$ cat src/design/rbb_pkg.sv
// Shared types and constants for the rotated box bounding box block
// No dependencies
`timescale 1ns / 1ps

package rbb_pkg;

    localparam int TRIG_BITS   = 30;
    localparam int CORDIC_INIT = 652032874;

    // payload handed from front to back
    typedef struct packed {
        logic signed [31:0] center_x;
        logic signed [31:0] center_y;
        logic [30:0]        half_width;
        logic [30:0]        half_height;
        logic [1:0]         quarter;
        logic signed [31:0] resid;
    } rbb_item_t;

    // arctangent table, 2^32 per turn
    function automatic logic signed [31:0] atan_turns(input logic [4:0] i);
        case (i)
            5'd0:  atan_turns = 32'h20000000;
            5'd1:  atan_turns = 32'h12E4051E;
            5'd2:  atan_turns = 32'h09FB385B;
            5'd3:  atan_turns = 32'h051111D4;
            5'd4:  atan_turns = 32'h028B0D43;
            5'd5:  atan_turns = 32'h0145D7E1;
            5'd6:  atan_turns = 32'h00A2F61E;
            5'd7:  atan_turns = 32'h00517C55;
            5'd8:  atan_turns = 32'h0028BE53;
            5'd9:  atan_turns = 32'h00145F2F;
            5'd10: atan_turns = 32'h000A2F98;
            5'd11: atan_turns = 32'h000517CC;
            5'd12: atan_turns = 32'h00028BE6;
            5'd13: atan_turns = 32'h000145F3;
            5'd14: atan_turns = 32'h0000A2FA;
            5'd15: atan_turns = 32'h0000517D;
            5'd16: atan_turns = 32'h000028BE;
            5'd17: atan_turns = 32'h0000145F;
            5'd18: atan_turns = 32'h00000A30;
            5'd19: atan_turns = 32'h00000518;
            5'd20: atan_turns = 32'h0000028C;
            5'd21: atan_turns = 32'h00000146;
            5'd22: atan_turns = 32'h000000A3;
            5'd23: atan_turns = 32'h00000051;
            5'd24: atan_turns = 32'h00000029;
            5'd25: atan_turns = 32'h00000014;
            5'd26: atan_turns = 32'h0000000A;
            5'd27: atan_turns = 32'h00000005;
            5'd28: atan_turns = 32'h00000003;
            5'd29: atan_turns = 32'h00000001;
            5'd30: atan_turns = 32'h00000001;
            default: atan_turns = 32'h00000000;
        endcase
    endfunction

endpackage

$ cat src/design/rbb_queue.sv
// Two-entry word queue between front and back
// Depends on rbb_pkg
`timescale 1ns / 1ps

module rbb_queue import rbb_pkg::*; (
    input  logic      aclk,
    input  logic      aresetn,
    input  logic      in_valid,
    output logic      in_ready,
    input  rbb_item_t in_item,
    output logic      out_valid,
    input  logic      out_ready,
    output rbb_item_t out_item
);

    rbb_item_t  mem_reg [2];
    logic       wr_reg, rd_reg;
    logic [1:0] cnt_reg;
    logic       push, pop;

    assign in_ready  = cnt_reg != 2'd2;
    assign out_valid = cnt_reg != 2'd0;
    assign push      = in_valid && in_ready;
    assign pop       = out_valid && out_ready;
    assign out_item  = mem_reg[rd_reg];

    // storage and pointers
    always_ff @(posedge aclk) begin
        if (!aresetn) begin
            wr_reg  <= 1'b0;
            rd_reg  <= 1'b0;
            cnt_reg <= 2'd0;
        end else begin
            if (push) wr_reg <= !wr_reg;
            if (pop)  rd_reg <= !rd_reg;
            cnt_reg <= cnt_reg + {1'b0, push} - {1'b0, pop};
        end
        if (push) mem_reg[wr_reg] <= in_item;
    end

endmodule

$ cat config.mk
export PLATFORM = sky130hd
export DESIGN_NAME = rbb_queue
export DESIGN_NICKNAME = d
export VERILOG_FILES = /design/src/design/rbb_pkg.sv /design/src/design/rbb_queue.sv
export SDC_FILE = /design/constraint.sdc
export NUM_CORES = 1
export LEC_CHECK = 0
export ABC_AREA = 1
export BUFFER_PORTS_ARGS = -buffer_cell sky130_fd_sc_hd__buf_2
export CELL_PAD_IN_SITES_DETAIL_PLACEMENT = 2
export CELL_PAD_IN_SITES_GLOBAL_PLACEMENT = 2
export CORE_MARGIN = 3
export CORE_UTILIZATION = 42
export CTS_CLUSTER_DIAMETER = 40
export DETAILED_ROUTE_END_ITERATION = 10
export PLACE_DENSITY = 0.85
export SYNTH_ARGS = -nofsm -noshare
export SYNTH_HDL_FRONTEND = slang
export SYNTH_SLANG_ARGS = --single-unit
$ cat constraint.sdc
create_clock -name aclk -period 22.6 [get_ports aclk]
set_input_delay 1.13 -clock aclk [delete_from_list [all_inputs] [get_ports aclk]]
set_output_delay 1.13 -clock aclk [all_outputs]
set_load 0.005 [all_outputs]
==> run summary <==
Layout Skew: 21.96 ps
Worst Setup End Kind: output port
GRT Overall Usage: 20.89%
# nets final: 1062
Slew @ Worst Pin: 1074 ps
Slew HR: 28.40%
critical path peak fanout: 69
Vias: 6461
Mapped Cells: 534
drt wl/cell: 25.23 um
Longest Clk Path Bufs: 3
largest family of logic cells by synthesized area: multiplexers
PD cells: 119.5 nW/um^2
DRT iter0 DRCs: 383
setup bufs post-CTS: 0
Overall Power: 0.001869 W
maxcap violations: 0
RSZ-0062 raised after global routing: no
hold buffers post-CTS: 0
Leak: 6.062 nW
Area growth, synth to finish: 28.34%
Initial Utilization: 43.26%
Slowest-stage cell, CP: buf_4
Worst VDD drop: 56.09 uV
PortBufs: 325
Finished Cell Area: 15640 um^2
Post-Syn Area: 12180 um^2
H-tree levels: 2
vias in the first global route: 7439
std cell rows: 61
Tightest Hold Check Type: flip-flop to flip-flop
synthesis-stage register bit count: 325
Chip Width: 176.3 um
Critical Path Start Type: flip-flop
vias per cell: 4.928
antenna-violating nets left: 0
Final Critical Period: 4053 ps
XOR/XNOR Fraction of Synth Area: 0.07188%
Post-CTS Resized: 0
Die Height: 176.3 um
worst path arrival time: 2920 ps
endpoints failing setup: 0
Crit path required time: 21470 ps
largest net degree at the start of global routing: 70
CTS root buf: clkbuf_16
Ys Warns: 0
core area: 28160 um^2
Pre-antenna DRT Iters: 4
Setup Crit Path Kind: flip-flop to output port
Adder-Cell Fraction of Synth Area: 0.1027%
GPL Wtd Cong: 0.7249
fmax: 246.8 MHz
Avg Inst Size Synth: 22.82 um^2
DRC errors left: 0
Cell Area, Placed: 14200 um^2
Syn Nets: 699
final wirelength: 33080 um
clock sink total: 325
Post-Synth Simple-Gate Area: 0.6572%
Largest delay share family, worst path: buffers and inverters
Clk Latency, worst-skew pair: 540 ps
Largest stage delay, worst path: 910 ps
clock buffer count from CTS: 46
Yosys cell types: 13
max reg flops: 320
CTS tree: yes
Pins Over Slew Limit: 0
critical-path cell list: buf_4, mux2_2, buf_2
worst path bufs/invs: 2
setup total negative slack: 0 ps
Ports: 326
die area: 31090 um^2
initial antenna violation count: 6
share of cells above drive strength 1: 60.62%
post-synthesis compound-gate area fraction: 0.04108%
total gr overflow: 0
Final Hold Fails: 0
post-synthesis mux area share: 17.87%
clock-pin slew on the worst setup and hold paths: 50 ps
Seq/Total Area, Yosys: 79.69%
ratio of final minimum period to clock period: 17.93%
first-pass GRT wire length: 48130 um
Min Hold Slack: 515.3 ps
status: finished clean
HPWL Detailed: 22170 um
==> cells in the final DEF, fill, tap and decap left out, types with 2 or more instances in the layout <==
cell type and n:
buf_2 325, edfxtp_1 320, mux2_4 100, mux2_2 60, clkbuf_16 47, nand2_1 11
clkinv_1 8, buf_4 8, inv_1 7, nor2_1 7, clkbuf_1 6, clkinvlp_4 6
inv_6 5, clkinv_2 5, clkinv_4 4, dfxtp_1 4, nor2_4 2, bufinv_16 2
==> power by group <==
group	switching, W	leakage, nW	internal [W]	total (W)
sequential	0.0000380	3.03	0.000767	0.000805
clock	0.000266	0.687	0.000405	0.000671
combinational	0.000195	2.34	0.000198	0.000393
total	0.000499	6.06	0.00137	0.00187
==> tightest hold or removal path, delay by kind of cell (launching register included) <==
family           cells  cell delay [ps]
and+or+nand+nor      2              150
DFF                  1              330
==> per-stage QoR <==
step | utilization, % | std cells | setup WS [ps]
global placement | 50.41 | 1227 | 19070
finish | 55.52 | 1311 | 18550
floorplan | - | 534 | 13970
global route | 55.52 | 1311 | 18400
CTS | 55.52 | 1310 | 18520
detailed placement | 50.41 | 1227 | 19030
==> path summary, 6_finish.rpt <==
path | start | endpoint | slack, ps | cells after the start
setup / recovery | flip-flop | out_item[27] | 18550 | 3
hold / removal | rd_reg | rd_reg | 520 | 2
setup reg to reg | cnt_reg[0] | mem_reg[1][150] | 19750 | 6
hold reg to reg | rd_reg | rd_reg | 520 | 2
==> logic make-up (layout without fill, tap and decap cells) <==
| logic type | after synthesis | in the layout |
|---|---|---|
| flip-flops | 325 | 325 |
| buffers and inverters | 25 | 423 |
| other | 0 | 1 |
| multiplexers | 160 | 160 |
| AO/OA/AOI/OAI | 1 | 1 |
| AND/OR/NAND/NOR | 21 | 21 |
| adder cells (fa/ha/maj) | 1 | 1 |
| XOR/XNOR | 1 | 1 |
==> per-layer routing <==
layer  up-vias  GRT usage, %  wire length (um)
met4        10         4.784               596
met1      3293         23.04             11800
met3        58         6.215              2581
met5         -             0                62
li1       2836             -                 -
met2       264         39.42             18040
==> Yosys cell counts, drive strengths merged <==
library cell | count | area (um^2)
a21oi | 1 | 5.000
xnor2 | 1 | 8.760
nor2 | 9 | 33.78
buf | 18 | 165.2
ha | 1 | 12.51
mux2 | 160 | 2177
edfxtp | 320 | 9609
nand3 | 1 | 5.000
nand2 | 11 | 41.29
dfxtp | 5 | 100.1
inv | 7 | 26.28
==> layout make-up <==
cell class,count,area (um^2)
flip-flops and latches,325,9713
well taps,378,473.0
inverters,7,26.28
multi-input cells,184,2298
fillers,2407,12530
clock buffers,53,1199
repair buffers,333,1687
diodes,1,2.502
clock inverters,30,239.0
No activity file was read; power rests on OpenSTA's default activity.
